--- src/hdl/dkn_pkg.sv ---
// Shared types and constants for the double-byte keyword normalizer.
// Holds the lead/trail range ROM, the row kinds and the result-set types.
// No dependencies.
package dkn_pkg;

	typedef enum logic [2:0] {
		KIND_COPY  = 3'd0,
		KIND_DIGIT = 3'd1,
		KIND_UPPER = 3'd2,
		KIND_LOWER = 3'd3,
		KIND_EXT   = 3'd4,
		KIND_PICT  = 3'd5
	} kind_t;

	typedef struct packed {
		logic [7:0] lead_lo;
		logic [7:0] trail_lo;
		logic [7:0] lead_hi;
		logic [7:0] trail_hi;
		kind_t      kind;
	} row_t;

	localparam int unsigned ROW_COUNT = 26;

	localparam row_t ROWS [ROW_COUNT] = '{
		'{8'hB0, 8'hA1, 8'hC8, 8'hFE, KIND_COPY },
		'{8'hCA, 8'hA1, 8'hFD, 8'hFE, KIND_COPY },
		'{8'hAA, 8'hA1, 8'hAA, 8'hF3, KIND_COPY },
		'{8'hAB, 8'hA1, 8'hAB, 8'hF6, KIND_COPY },
		'{8'hA5, 8'hC1, 8'hA5, 8'hD8, KIND_COPY },
		'{8'hA5, 8'hE1, 8'hA5, 8'hF8, KIND_COPY },
		'{8'hA8, 8'hA1, 8'hA8, 8'hA4, KIND_COPY },
		'{8'hA8, 8'hA6, 8'hA8, 8'hA6, KIND_COPY },
		'{8'hA8, 8'hA8, 8'hA8, 8'hAF, KIND_COPY },
		'{8'hA9, 8'hA1, 8'hA9, 8'hAF, KIND_COPY },
		'{8'hAC, 8'hA1, 8'hAC, 8'hC1, KIND_COPY },
		'{8'hAC, 8'hD1, 8'hAC, 8'hF1, KIND_COPY },
		'{8'hA4, 8'hA1, 8'hA4, 8'hD3, KIND_COPY },
		'{8'hA4, 8'hD5, 8'hA4, 8'hFE, KIND_COPY },
		'{8'hA3, 8'hB0, 8'hA3, 8'hB9, KIND_DIGIT},
		'{8'hA3, 8'hC1, 8'hA3, 8'hDA, KIND_UPPER},
		'{8'hA3, 8'hE1, 8'hA3, 8'hFA, KIND_LOWER},
		'{8'hA1, 8'hA1, 8'hA1, 8'hFE, KIND_PICT },
		'{8'hA2, 8'hA1, 8'hA2, 8'hE5, KIND_PICT },
		'{8'hA3, 8'hA1, 8'hA3, 8'hFE, KIND_PICT },
		'{8'hA5, 8'hA1, 8'hA5, 8'hAA, KIND_PICT },
		'{8'hA5, 8'hB0, 8'hA5, 8'hB9, KIND_PICT },
		'{8'hA7, 8'hA1, 8'hA7, 8'hFE, KIND_PICT },
		'{8'hA8, 8'hB1, 8'hA8, 8'hFE, KIND_PICT },
		'{8'hA9, 8'hB0, 8'hA9, 8'hFE, KIND_PICT },
		'{8'h81, 8'h20, 8'hC5, 8'hFF, KIND_EXT  }
	};

	localparam logic [7:0] DIGIT_LO     = 8'h30;
	localparam logic [7:0] DIGIT_HI     = 8'h39;
	localparam logic [7:0] UPPER_LO     = 8'h41;
	localparam logic [7:0] UPPER_HI     = 8'h5A;
	localparam logic [7:0] LOWER_LO     = 8'h61;
	localparam logic [7:0] LOWER_HI     = 8'h7A;
	localparam logic [7:0] CASE_OFFSET  = 8'd32;
	localparam logic [7:0] FW_UP_OFFSET = 8'h80;
	localparam logic [7:0] FW_LO_OFFSET = 8'hA0;
	localparam logic [7:0] ASCII_MAX    = 8'h7F;
	localparam logic [7:0] EXT_SPLIT    = 8'hA0;
	localparam logic [7:0] EXT_TRAIL_LO = 8'h81;
	localparam logic [7:0] EXT_TRAIL_HI = 8'hFE;

	localparam int unsigned RES_MAX = 3;
	localparam int unsigned CNT_W   = $clog2(RES_MAX + 1);

	typedef struct packed {
		logic [7:0] data;
		logic       last;
	} res_t;

	typedef struct packed {
		logic [CNT_W-1:0]     cnt;
		res_t [RES_MAX-1:0]   res;
	} res_set_t;

endpackage

--- src/hdl/dkn_ifs.sv ---
// Valid/ready channel interfaces for the keyword normalizer.
// One interface for the raw byte stream, one for the keyword stream.
// No dependencies.
interface dkn_in_if;
	logic       valid;
	logic       ready;
	logic [7:0] in_byte;
	logic       end_of_text;

	modport source (output valid, output in_byte, output end_of_text, input ready);
	modport sink (input valid, input in_byte, input end_of_text, output ready);
endinterface

interface dkn_out_if;
	logic       valid;
	logic       ready;
	logic [7:0] out_byte;
	logic       is_end;

	modport source (output valid, output out_byte, output is_end, input ready);
	modport sink (input valid, input out_byte, input is_end, output ready);
endinterface

--- src/hdl/dkn_classify.sv ---
// Combinational byte classifier: ASCII filter, lead/trail range ROM lookup
// and end-marker append. Depends on dkn_pkg.
module dkn_classify (
	input  logic              lead_pending,
	input  logic [7:0]        held_lead,
	input  logic [7:0]        cur_byte,
	input  logic              eot,
	input  logic              drop_pict,
	output dkn_pkg::res_set_t res_set,
	output logic              lead_next,
	output logic              lead_load
);

	logic [dkn_pkg::ROW_COUNT-1:0] hit;
	logic                          found;
	dkn_pkg::kind_t                kind;
	logic                          trail_letter;
	logic                          ext_keep;
	logic [1:0]                    pair_n;
	logic [7:0]                    pb0;
	logic [7:0]                    pb1;
	logic [dkn_pkg::CNT_W-1:0]     base_n;

	always_comb begin
		for (int j = 0; j < dkn_pkg::ROW_COUNT; j++) begin
			hit[j] = !(dkn_pkg::ROWS[j].kind == dkn_pkg::KIND_PICT && drop_pict)
				&& held_lead >= dkn_pkg::ROWS[j].lead_lo
				&& held_lead <= dkn_pkg::ROWS[j].lead_hi
				&& cur_byte >= dkn_pkg::ROWS[j].trail_lo
				&& cur_byte <= dkn_pkg::ROWS[j].trail_hi;
		end
	end

	// first matching row wins
	always_comb begin
		found = 1'b0;
		kind  = dkn_pkg::KIND_COPY;
		for (int j = 0; j < dkn_pkg::ROW_COUNT; j++) begin
			if (hit[j] && !found) begin
				found = 1'b1;
				kind  = dkn_pkg::ROWS[j].kind;
			end
		end
	end

	always_comb begin
		trail_letter = (cur_byte >= dkn_pkg::UPPER_LO && cur_byte <= dkn_pkg::UPPER_HI)
			|| (cur_byte >= dkn_pkg::LOWER_LO && cur_byte <= dkn_pkg::LOWER_HI);
		priority if (cur_byte <= dkn_pkg::ASCII_MAX) begin
			ext_keep = trail_letter;
		end else if (held_lead <= dkn_pkg::EXT_SPLIT) begin
			ext_keep = cur_byte >= dkn_pkg::EXT_TRAIL_LO && cur_byte <= dkn_pkg::EXT_TRAIL_HI;
		end else begin
			ext_keep = cur_byte >= dkn_pkg::EXT_TRAIL_LO && cur_byte <= dkn_pkg::EXT_SPLIT;
		end
	end

	always_comb begin
		pair_n = 2'd0;
		pb0    = held_lead;
		pb1    = cur_byte;
		if (found) begin
			unique case (kind)
				dkn_pkg::KIND_DIGIT, dkn_pkg::KIND_UPPER: begin
					pair_n = 2'd1;
					pb0    = cur_byte - dkn_pkg::FW_UP_OFFSET;
				end
				dkn_pkg::KIND_LOWER: begin
					pair_n = 2'd1;
					pb0    = cur_byte - dkn_pkg::FW_LO_OFFSET;
				end
				dkn_pkg::KIND_EXT: begin
					pair_n = ext_keep ? 2'd2 : 2'd0;
				end
				default: begin
					pair_n = 2'd2;
				end
			endcase
		end
	end

	always_comb begin
		res_set   = '0;
		base_n    = '0;
		lead_next = 1'b0;
		lead_load = 1'b0;
		priority if (lead_pending) begin
			base_n            = dkn_pkg::CNT_W'(pair_n);
			res_set.res[0]    = '{data: pb0, last: 1'b0};
			res_set.res[1]    = '{data: pb1, last: 1'b0};
		end else if (cur_byte[7]) begin
			// hold the lead until its trail arrives; drop it at end of text
			lead_next = !eot;
			lead_load = !eot;
		end else if ((cur_byte >= dkn_pkg::DIGIT_LO && cur_byte <= dkn_pkg::DIGIT_HI)
			|| (cur_byte >= dkn_pkg::UPPER_LO && cur_byte <= dkn_pkg::UPPER_HI)) begin
			base_n         = dkn_pkg::CNT_W'(1);
			res_set.res[0] = '{data: cur_byte, last: 1'b0};
		end else if (cur_byte >= dkn_pkg::LOWER_LO && cur_byte <= dkn_pkg::LOWER_HI) begin
			base_n         = dkn_pkg::CNT_W'(1);
			res_set.res[0] = '{data: cur_byte - dkn_pkg::CASE_OFFSET, last: 1'b0};
		end else begin
			base_n = '0;
		end

		res_set.cnt = base_n;
		if (eot) begin
			res_set.cnt = base_n + dkn_pkg::CNT_W'(1);
			unique case (base_n)
				dkn_pkg::CNT_W'(0): res_set.res[0] = '{data: 8'h00, last: 1'b1};
				dkn_pkg::CNT_W'(1): res_set.res[1] = '{data: 8'h00, last: 1'b1};
				default:            res_set.res[2] = '{data: 8'h00, last: 1'b1};
			endcase
		end
	end

endmodule

--- src/hdl/dkn_result_buf.sv ---
// Result register: holds up to three keyword beats of one item and shifts them
// out one beat per cycle while ready. Depends on dkn_pkg and dkn_out_if.
module dkn_result_buf (
	input  logic              clk,
	input  logic              arst_n,
	input  logic              load,
	input  dkn_pkg::res_set_t res_set,
	output logic              free,
	dkn_out_if.source         out_ch
);

	dkn_pkg::res_t [dkn_pkg::RES_MAX-1:0] res_s2;
	logic [dkn_pkg::CNT_W-1:0]            cnt_s2;
	logic                                 pop;

	assign out_ch.valid    = cnt_s2 != '0;
	assign out_ch.out_byte = res_s2[0].data;
	assign out_ch.is_end   = res_s2[0].last;
	assign pop             = out_ch.valid && out_ch.ready;
	assign free            = (cnt_s2 == '0) || (cnt_s2 == dkn_pkg::CNT_W'(1) && pop);

	always_ff @(posedge clk or negedge arst_n) begin
		if (!arst_n) begin
			cnt_s2 <= '0;
		end else if (load) begin
			cnt_s2 <= res_set.cnt;
		end else if (pop) begin
			cnt_s2 <= cnt_s2 - dkn_pkg::CNT_W'(1);
		end
	end

	// advance the queue toward the head on each beat
	always_ff @(posedge clk) begin
		if (load) begin
			res_s2 <= res_set.res;
		end else if (pop) begin
			for (int i = 0; i < dkn_pkg::RES_MAX - 1; i++) begin
				res_s2[i] <= res_s2[i+1];
			end
		end
	end

endmodule

--- src/hdl/dbcs_keyword_normalizer.sv ---
// The normalizer takes one raw text byte per cycle unless in_ch.ready is low and
// gives keyword bytes on its output, the end marker last. A byte with no result
// only passes the input register; one with results (at most three: lead, trail,
// end marker) loads the result register, which drains one beat a cycle while
// the receiver is ready. The input stalls only on a byte with results while the
// result register is busy. drop_pict_q resets to 1; the user writes it through
// cfg_we/cfg_wdata only while the block is idle, which the block does not enforce.
// Depends on dkn_pkg, dkn_ifs, dkn_classify and dkn_result_buf.
module dbcs_keyword_normalizer (
	input  logic      clk,
	input  logic      arst_n,
	dkn_in_if.sink    in_ch,
	dkn_out_if.source out_ch,
	input  logic      cfg_we,
	input  logic      cfg_wdata
);

	logic              valid_s1;
	logic [7:0]        in_byte_s1;
	logic              eot_s1;
	logic              lead_pending_q;
	logic [7:0]        held_lead_q;
	logic              drop_pict_q;
	dkn_pkg::res_set_t res_set;
	logic              lead_next;
	logic              lead_load;
	logic              buf_free;
	logic              has_res;
	logic              adv_s1;
	logic              take;

	assign has_res     = res_set.cnt != '0;
	assign adv_s1      = valid_s1 && (!has_res || buf_free);
	assign in_ch.ready = !valid_s1 || adv_s1;
	assign take        = in_ch.valid && in_ch.ready;

	always_ff @(posedge clk or negedge arst_n) begin
		if (!arst_n) begin
			drop_pict_q <= 1'b1;
		end else if (cfg_we) begin
			drop_pict_q <= cfg_wdata;
		end
	end

	always_ff @(posedge clk or negedge arst_n) begin
		if (!arst_n) begin
			valid_s1 <= 1'b0;
		end else if (take) begin
			valid_s1 <= 1'b1;
		end else if (adv_s1) begin
			valid_s1 <= 1'b0;
		end
	end

	always_ff @(posedge clk) begin
		if (take) begin
			in_byte_s1 <= in_ch.in_byte;
			eot_s1     <= in_ch.end_of_text;
		end
	end

	always_ff @(posedge clk or negedge arst_n) begin
		if (!arst_n) begin
			lead_pending_q <= 1'b0;
			held_lead_q    <= 8'h00;
		end else if (adv_s1) begin
			lead_pending_q <= lead_next;
			if (lead_load) begin
				held_lead_q <= in_byte_s1;
			end
		end
	end

	dkn_classify u_classify (
		.lead_pending (lead_pending_q),
		.held_lead    (held_lead_q),
		.cur_byte     (in_byte_s1),
		.eot          (eot_s1),
		.drop_pict    (drop_pict_q),
		.res_set      (res_set),
		.lead_next    (lead_next),
		.lead_load    (lead_load)
	);

	dkn_result_buf u_result_buf (
		.clk     (clk),
		.arst_n  (arst_n),
		.load    (adv_s1 && has_res),
		.res_set (res_set),
		.free    (buf_free),
		.out_ch  (out_ch)
	);

endmodule

--- src/flat_wrapper.sv ---
// flat-port wrapper written by rule: the top's interface ports become plain ports
module dbcs_keyword_normalizer_flat 
  (clk, arst_n, cfg_we, cfg_wdata, in_ch_valid, in_ch_in_byte, in_ch_end_of_text, in_ch_ready, out_ch_valid, out_ch_out_byte, out_ch_is_end, out_ch_ready);
  dkn_in_if in_ch_i ();
  dkn_out_if out_ch_i ();
  input  logic clk;
  input  logic arst_n;
  input  logic cfg_we;
  input  logic cfg_wdata;
  input wire logic [$bits(in_ch_i.valid)-1:0] in_ch_valid;
  input wire logic [$bits(in_ch_i.in_byte)-1:0] in_ch_in_byte;
  input wire logic [$bits(in_ch_i.end_of_text)-1:0] in_ch_end_of_text;
  output wire logic [$bits(in_ch_i.ready)-1:0] in_ch_ready;
  output wire logic [$bits(out_ch_i.valid)-1:0] out_ch_valid;
  output wire logic [$bits(out_ch_i.out_byte)-1:0] out_ch_out_byte;
  output wire logic [$bits(out_ch_i.is_end)-1:0] out_ch_is_end;
  input wire logic [$bits(out_ch_i.ready)-1:0] out_ch_ready;
  assign in_ch_i.valid = in_ch_valid;
  assign in_ch_i.in_byte = in_ch_in_byte;
  assign in_ch_i.end_of_text = in_ch_end_of_text;
  assign in_ch_ready = in_ch_i.ready;
  assign out_ch_valid = out_ch_i.valid;
  assign out_ch_out_byte = out_ch_i.out_byte;
  assign out_ch_is_end = out_ch_i.is_end;
  assign out_ch_i.ready = out_ch_ready;
  dbcs_keyword_normalizer u_core (.clk(clk), .arst_n(arst_n), .in_ch(in_ch_i), .out_ch(out_ch_i), .cfg_we(cfg_we), .cfg_wdata(cfg_wdata));
endmodule
--- config.mk ---
export PLATFORM = sky130hd
export DESIGN_NAME = dbcs_keyword_normalizer_flat
export DESIGN_NICKNAME = d
export VERILOG_FILES = /design/src/hdl/dkn_pkg.sv /design/src/hdl/dkn_ifs.sv /design/src/hdl/dkn_classify.sv /design/src/hdl/dkn_result_buf.sv /design/src/hdl/dbcs_keyword_normalizer.sv /design/src/flat_wrapper.sv
export SDC_FILE = /design/constraint.sdc
export NUM_CORES = 1
export LEC_CHECK = 0
export ABC_AREA = 1
export BUFFER_PORTS_ARGS = -buffer_cell sky130_fd_sc_hd__buf_2
export CAP_MARGIN = 40
export CELL_PAD_IN_SITES_DETAIL_PLACEMENT = 2
export CELL_PAD_IN_SITES_GLOBAL_PLACEMENT = 2
export CORE_ASPECT_RATIO = 0.5
export CORE_UTILIZATION = 32
export CTS_CLUSTER_SIZE = 10
export DETAILED_ROUTE_END_ITERATION = 8
export GPL_TIMING_DRIVEN = 0
export PLACE_DENSITY = 0.77
export SLEW_MARGIN = 20
export SYNTH_ARGS = -nofsm -noshare
export SYNTH_HDL_FRONTEND = slang
export SYNTH_SLANG_ARGS = --single-unit
export TNS_END_PERCENT = 10
--- constraint.sdc ---
create_clock -name clk -period 3.3 [get_ports clk]
set_clock_uncertainty 0.15 [all_clocks]
set_input_delay 0.495 -clock clk [delete_from_list [all_inputs] [get_ports clk]]
set_output_delay 0.495 -clock clk [all_outputs]
set_load 0.005 [all_outputs]
After elaboration in Yosys (flattened, before gate mapping)
Cells that the tools add are included.
Widths: inputs -> output; s select.

storage, ports and cells
  memories kept = 0
  register bits after elaboration = 49
  ROM bits = 0
  memory bits (writable) = 0
  latch bits = 0
  logic and storage cells = 311
  output and inout port bits = 11
  bits of input ports = 15

operators by class
  multipliers = 0
  $add $sub $neg = 5
  shift operators = 0
  bitwise logic cells = 0
  mux-type cells = 66
  divide/modulo/power cells = 0
  reduce and logical (&&, ||, !) cells = 156
  magnitude comparators = 65
  equality and inequality tests = 6

operators with widths
  operator             number
  $le 8x8->1 const B   33
  $ge 8x8->1 const B   24
  $logic_and 1x1->1    112
  $mux 9               7
  $mux 18              2
  $mux 1               35
  $mux 3               11
  $logic_not 1->1      29
  $mux 29              1
  $le 8x7->1 const B   3
  $ge 8x6->1 const B   2
  $ge 8x7->1 const B   2
  $pmux 8 s2           1
  $sub 8x8->8 const B  2
  $mux 2               7
  $le 8x6->1 const B   1
  $mux 8               1
  $reduce_bool 2->1    4
  $sub 8x6->8 const B  1
  $eq 3x2->1 const B   2
  $logic_or 1x1->1     5
  $eq 2x1->1 const B   2
  $logic_not 2->1      2
  $pmux 2 s2           1
  other kinds (7)      8

Logic depth before layout (Yosys ltp)
  depth in word-level cells = 96
  depth in mapped cells = 23
  depth with buffers taken out = 23

Hierarchy
Synthesis repeated with hierarchy kept, for this count alone.

unflattened totals
  cell total of the unflattened synthesis = 508
  area, all modules = 3877.5 µm²

by module, submodules not included
  module                   times used  seq. area each (µm²)  area each (µm²)  cells an instance
  dkn_classify             1           0.0                   1874.3           332
  dkn_result_buf           1           860.8                 1243.7           115
  dbcs_keyword_normalizer  1           546.8                 759.5            61

Least setup slack after synthesis
Ideal clock, no wire load.

  path kind = register -> register
  from = register u_core.in_byte_s1[6]
  to = register u_core.u_result_buf.res_s2 (netlist bit u_core.u_result_buf.out_ch.is_end), enable pin
  period minus slack after synthesis = 3.539 ns
  path buffers = 0
  setup slack = -0.239 ns
  arrival time = 3.013 ns
  library setup time = 0.375 ns
  stages on the path, launching flop included = 21
  required time = 2.775 ns
  cells stage by stage = edfxtp_1 -> inv_2 -> ha_1 -> inv_1 -> nor2_1 -> nand2_1 -> nor3_1 -> nand2_1 -> nand2_1 -> nor2_1 -> nand2_1 -> nor2_2 -> nand4_2 -> nor2_2 -> nor2_4 -> nand3_1 -> ha_1 -> or2_2 -> nand3_4 -> nand3_4 -> nand2_1

on the way
  longest elaborated chain between the ends = 92
  elaborated cells between the ends (all ways) = 205
  those cells by class = 1 x add/sub; 36 x order compare; 4 x eq/ne; 48 x mux; 116 x reduce/logical

ends and longest elaborated chain
  element                                 RTL line                       text
  start: declaration                      dbcs_keyword_normalizer.sv:19  logic [7:0] in_byte_s1;
  start signal: assignment                dbcs_keyword_normalizer.sv:57  in_byte_s1 <= in_ch.in_byte;
  $ge 8x8->1                              dkn_classify.sv:29             && cur_byte >= dkn_pkg::ROWS[j].trail_lo
  $logic_and 1x1->1                       dkn_classify.sv:29
  $logic_and 1x1->1                       dkn_classify.sv:30             && cur_byte <= dkn_pkg::ROWS[j].trail_hi;
  $mux 1                                  dkn_classify.sv:39             if (hit[j] && !found) begin
  $logic_not 1->1                         dkn_classify.sv:39
  $logic_and 1x1->1                       dkn_classify.sv:39
  $mux 1                                  dkn_classify.sv:39
  $logic_not 1->1                         dkn_classify.sv:39
  [... 76 more ...]                       n/a
  $add 2x1->2                             dkn_classify.sv:108            res_set.cnt = base_n + dkn_pkg::CNT_W'(1);
  $mux 29 (*)                             dkn_classify.sv:107            if (eot) begin
  $reduce_bool 2->1 (*)                   dbcs_keyword_normalizer.sv:32  assign has_res = res_set.cnt != '0;
  $logic_not 1->1                         dbcs_keyword_normalizer.sv:33  assign adv_s1 = valid_s1 && (!has_res || buf_free);
  $logic_or 1x1->1                        dbcs_keyword_normalizer.sv:33
  $logic_and 1x1->1                       dbcs_keyword_normalizer.sv:33
  $logic_and 1x1->1 (*)                   dbcs_keyword_normalizer.sv:88  .load (adv_s1 && has_res),
  $reduce_bool 2->1 (no source line) (*)  n/a
  end signal: assignment                  dkn_result_buf.sv:35           res_s2 <= res_set.res;
  end signal: indexed assignment          dkn_result_buf.sv:38           res_s2[i] <= res_s2[i+1];
  end: declaration                        dkn_result_buf.sv:12           dkn_pkg::res_t [dkn_pkg::RES_MAX-1:0] res_s2;

Every way passes the cells marked *; elsewhere a longest branch is shown, timed or not.
A chain may end at the register's enable or synchronous reset.

Worst setup path in the final report
  from = register u_core.in_byte_s1[5]
  to = output in_ch_ready

on the way
  longest elaborated chain between the ends = 91
  elaborated cells between the ends (all ways) = 204
  those cells by class = 1 x add/sub; 36 x order compare; 4 x eq/ne; 48 x mux; 115 x reduce/logical

ends and longest elaborated chain
  element                RTL line                       text
  $ge 8x8->1             dkn_classify.sv:29
  $logic_and 1x1->1      dkn_classify.sv:29
  $logic_and 1x1->1      dkn_classify.sv:30
  $mux 1                 dkn_classify.sv:39
  $logic_not 1->1        dkn_classify.sv:39
  $logic_and 1x1->1      dkn_classify.sv:39
  $mux 1                 dkn_classify.sv:39
  $logic_not 1->1        dkn_classify.sv:39
  [... 75 more ...]      n/a
  $mux 2 (*)             dkn_classify.sv:87             priority if (lead_pending) begin
  $add 2x1->2            dkn_classify.sv:108
  $mux 29 (*)            dkn_classify.sv:107
  $reduce_bool 2->1 (*)  dbcs_keyword_normalizer.sv:32
  $logic_not 1->1 (*)    dbcs_keyword_normalizer.sv:33
  $logic_or 1x1->1 (*)   dbcs_keyword_normalizer.sv:33
  $logic_and 1x1->1 (*)  dbcs_keyword_normalizer.sv:33
  $logic_or 1x1->1 (*)   dbcs_keyword_normalizer.sv:34  assign in_ch.ready = !valid_s1 || adv_s1;
  end: declaration       flat_wrapper.sv:13             output wire logic [$bits(in_ch_i.ready)-1:0] in_ch_ready;

Marked as above.

==> results.yml <==
outcome:
  outcome: "finished, violations left"
  violations: "setup timing"
placed_design:
  portBuffers: 25
  dpl_worst_slack_ps: -788
  post-dp-hpwl_microns: 8870
  gp_congestion: 0.809
worst_setup_path:
  worst_path_largest_cell_delay_ps: 430
  crit_path_start_kind: "register"
  arrival_ps: 3420
  path_cells: "buf_4 > inv_6 > ha_2 > inv_1 > nor2_2 > nand2_1 > nand2_1 > nand2_1 > nor2_1 > nor2_1 > nand2_2 > nor2_4 > nand4_4 > nor2_4 > nor2_4 > nand3_4 > ha_4 > or2_4 > nand3_4 > nand2_4 > inv_4 > nand2_4 > buf_6"
  critPathKind: "register to output port"
  required_ps: 2650
  critPathMaxFanout: 6
  rr_startpoint: "u_core.in_byte_s1[5]$_DFFE_PP_"
  critPathLaunch: "u_core.in_byte_s1[5]$_DFFE_PP_"
  cpMaxStageDelayCell: "edfxtp_1"
  critPathCaptureType: "output port"
logic_synthesis:
  ys.warnings.count: 0
  yosysUniqueCellTypes: 46
  synth_top_area_share_pct: 25.4
  synth_area_leaders: "edfxtp_1 (25%), nand2_1 (14%), dfrtp_1 (9.1%)"
  netlist_top_cells_count: "nand2_1 (121), nor2_1 (41), inv_1 (39), nand3_1 (32)"
  synth_area_sq_mm: 0.00331
  syn_nets: 457
  synthArstFlopShare_pct: 31.7
  synth_enable_flop_cells: 28
  yosysSeqAreaShare_pct: 35.2
  syn_avg_cell_area_sq_um: 7.63
  netlist_instances: 434
  synthFlopType: "edfxtp_1"
  synth_most_common_cell: "nand2_1"
  yosysTopAreaCell: "edfxtp_1"
  synth.ff_latch_count: 41
flow_run:
  drv_cap: 0
sta:
  setup_viol: 59
  final.period_utilization_pct: 123
  drv_slew: 0
  worst_pin_slew_ps: 653
  grt_setup_unrepaired: "true"
  slew_headroom_pct: 56.5
  setup_ws_ps: -765
  fin_crit_ps: 4060
  clock.fmax_ghz: 0.246
  finalHoldViolCount: 0
finish:
  nNetsFinal: 547
  drive_gt1_share_pct: 42.7
  area_delta_synth_final_pct: 40.9
  fin_util_pct: 47.8
global_routing:
  antenna_found_initial: 1
  grtUsageTotal_pct: 25.3
  grt_max_degree: 20
  grt_overflow: 0
  grt_pass1_vias: 3595
  grt_pass1_wl_microns: 20400
floorplan:
  core_area_sq_mm: 0.00976
  start_util_pct: 33.9
  rows: 25
  die_x_microns: 146
  die_area_sq_mm: 0.0108
  die_h_microns: 74.0
  ios: 26
power_and_ir_drop:
  power_density_mw_per_mm2: 869
  p_seq_share_pct: 24.8
  netSwitchingFraction_pct: 48.6
  p_int_mw: 2.09
  p_comb_share_pct: 60.4
  leakagePower_nw: 2.10
  p_sw_mw: 1.97
  pwr-share-clk_pct: 14.8
  vdd_drop_max_v: 0.000381
routing:
  wl_microns: 17600
  drtIter0Drc: 242
  post_drt_wl_per_cell_microns: 26.6
  num_vias: 3733
  ant_nets: 0
  firstDrtPassIters: 4
  remaining_drc_errors: 0
  viasPerCell: 5.65
clocking:
  cts_num_sinks: 41
  h-tree-depth: 2
  clk_pin_slew_ps: 90
  ctsLongestPathBuffers: 2
  root_buffer: "clkbuf_16"
  cts_made_buffers: 5
  cts_tree: "done"
  clock_latency_ps: 310
worst_hold_path:
  min_from: "in_ch_in_byte[5]"
  min-delay-path-class: "primary input to register"
[through the flow]
stage	hold WS, ps	cells	total power [mW]	instance area (sq um)	TNS, ps
2_1_floorplan	49.4	434	2.13	3320	0
3_3_place_gp	263	594	2.55	3610	-37490
3_5_place_dp	271	594	2.63	3610	-38190
4_1_cts	220	630	3.49	4200	-15360
5_1_grt	202	661	4.22	4670	-35920
6_report	203	661	4.06	4670	-31680
[path summary, 6_finish.rpt]
path                                                               endpoint  cells past startpoint  slack, ps
hold reg to reg            u_core.u_result_buf.out_ch.out_byte[3]$_DFFE_PP_                      2        390
hold / removal                               u_core.in_byte_s1[5]$_DFFE_PP_                      1        200
setup / recovery                                                in_ch_ready                     23       -760
min in group asynchronous                       u_core.valid_s1$_DFFE_PN0P_                      2        510
max in group asynchronous                    u_core.drop_pict_q$_DFFE_PN1P_                      2       2160
setup reg to reg                             u_core.in_byte_s1[6]$_DFFE_PP_                     26       -660
[cell usage in the layout (no fill, tap or decap), drive strengths merged, types with 3 or more instances in the layout]
cell type | synthesis | routed
nor3 | 13 | 13
o211ai | 3 | 3
o21ai | 41 | 41
a21oi | 14 | 14
nor2 | 51 | 51
o22ai | 3 | 3
dfrtp | 12 | 12
nand2 | 133 | 133
buf | 16 | 97
clkbuf | 2 | 7
nand4 | 6 | 6
ha | 8 | 8
nand3 | 36 | 36
inv | 51 | 51
edfxtp | 28 | 28
[sequential cells by signal, indices dropped and copies added, names as in the netlist]
register / cells
u_core.held_lead_q: 8
u_core.lead_pending_q: 1
u_core.valid_s1: 1
u_core.u_result_buf.cnt_s2: 2
u_core.drop_pict_q: 1
u_core.u_result_buf.res_s2: 10
u_core.u_result_buf.out_ch.is_end: 1
u_core.in_byte_s1: 8
u_core.u_result_buf.out_ch.out_byte: 8
u_core.eot_s1: 1
[power groups by stage]
stage	clock, mW	combinational (mW)	sequential (mW)
2_1_floorplan	0	1.19	0.943
3_3_place_gp	0	1.56	0.990
3_5_place_dp	0	1.63	1.01
4_1_cts	0.577	1.93	0.985
5_1_grt	0.616	2.58	1.02
6_report	0.600	2.45	1.01
[area by class of cell]
class                   count  area (sq um)
diodes                      1          2.50
plain buffers              18           159
clock buffers               5           125
clock inverters             3          43.8
fillers                  1122          5090
inverters                  51           233
multi-input cells         324          2140
flip-flops and latches     41          1170
well taps                 135           169
repair buffers             82           618
repair inverters            1          7.51
[worst max-delay path: cells and delay by family (launching register included)]
family                   cells  cell delay, ps
adder cells (fa/ha/maj)      2             450
buffers and inverters        5             540
flip-flops                   1             430
AND/OR/NAND/NOR             16            1660
[repair_timing]
action	CTS	global route
pin swaps	16	32
hold buffers	1	0
setup endpoints to repair	59	59
gates resized for setup	53	57
hold endpoints to repair	12	0
cloned	1	0
buffers inserted	26	30
[metal layers]
layer	GRT usage, %	wire, microns	vias to the layer above	part of all wire (%)
li1	-	-	1623	-
met1	32.3	7240	1879	41
met2	45.1	8410	155	48
met3	3.99	839	76	4.8
met4	7.72	1070	0	6.1
met5	0	0	-	0
[cell families after synthesis]
kind of cell	count (synthesis)	share of synthesized area, %
flip-flops	41	35.2
XOR/XNOR	1	0.264
AND/OR/NAND/NOR	243	37.0
adder cells (fa/ha/maj)	8	3.02
AO/OA/AOI/OAI	72	14.4
buffers and inverters	69	10.0
Power figures use the tool's default switching activity.
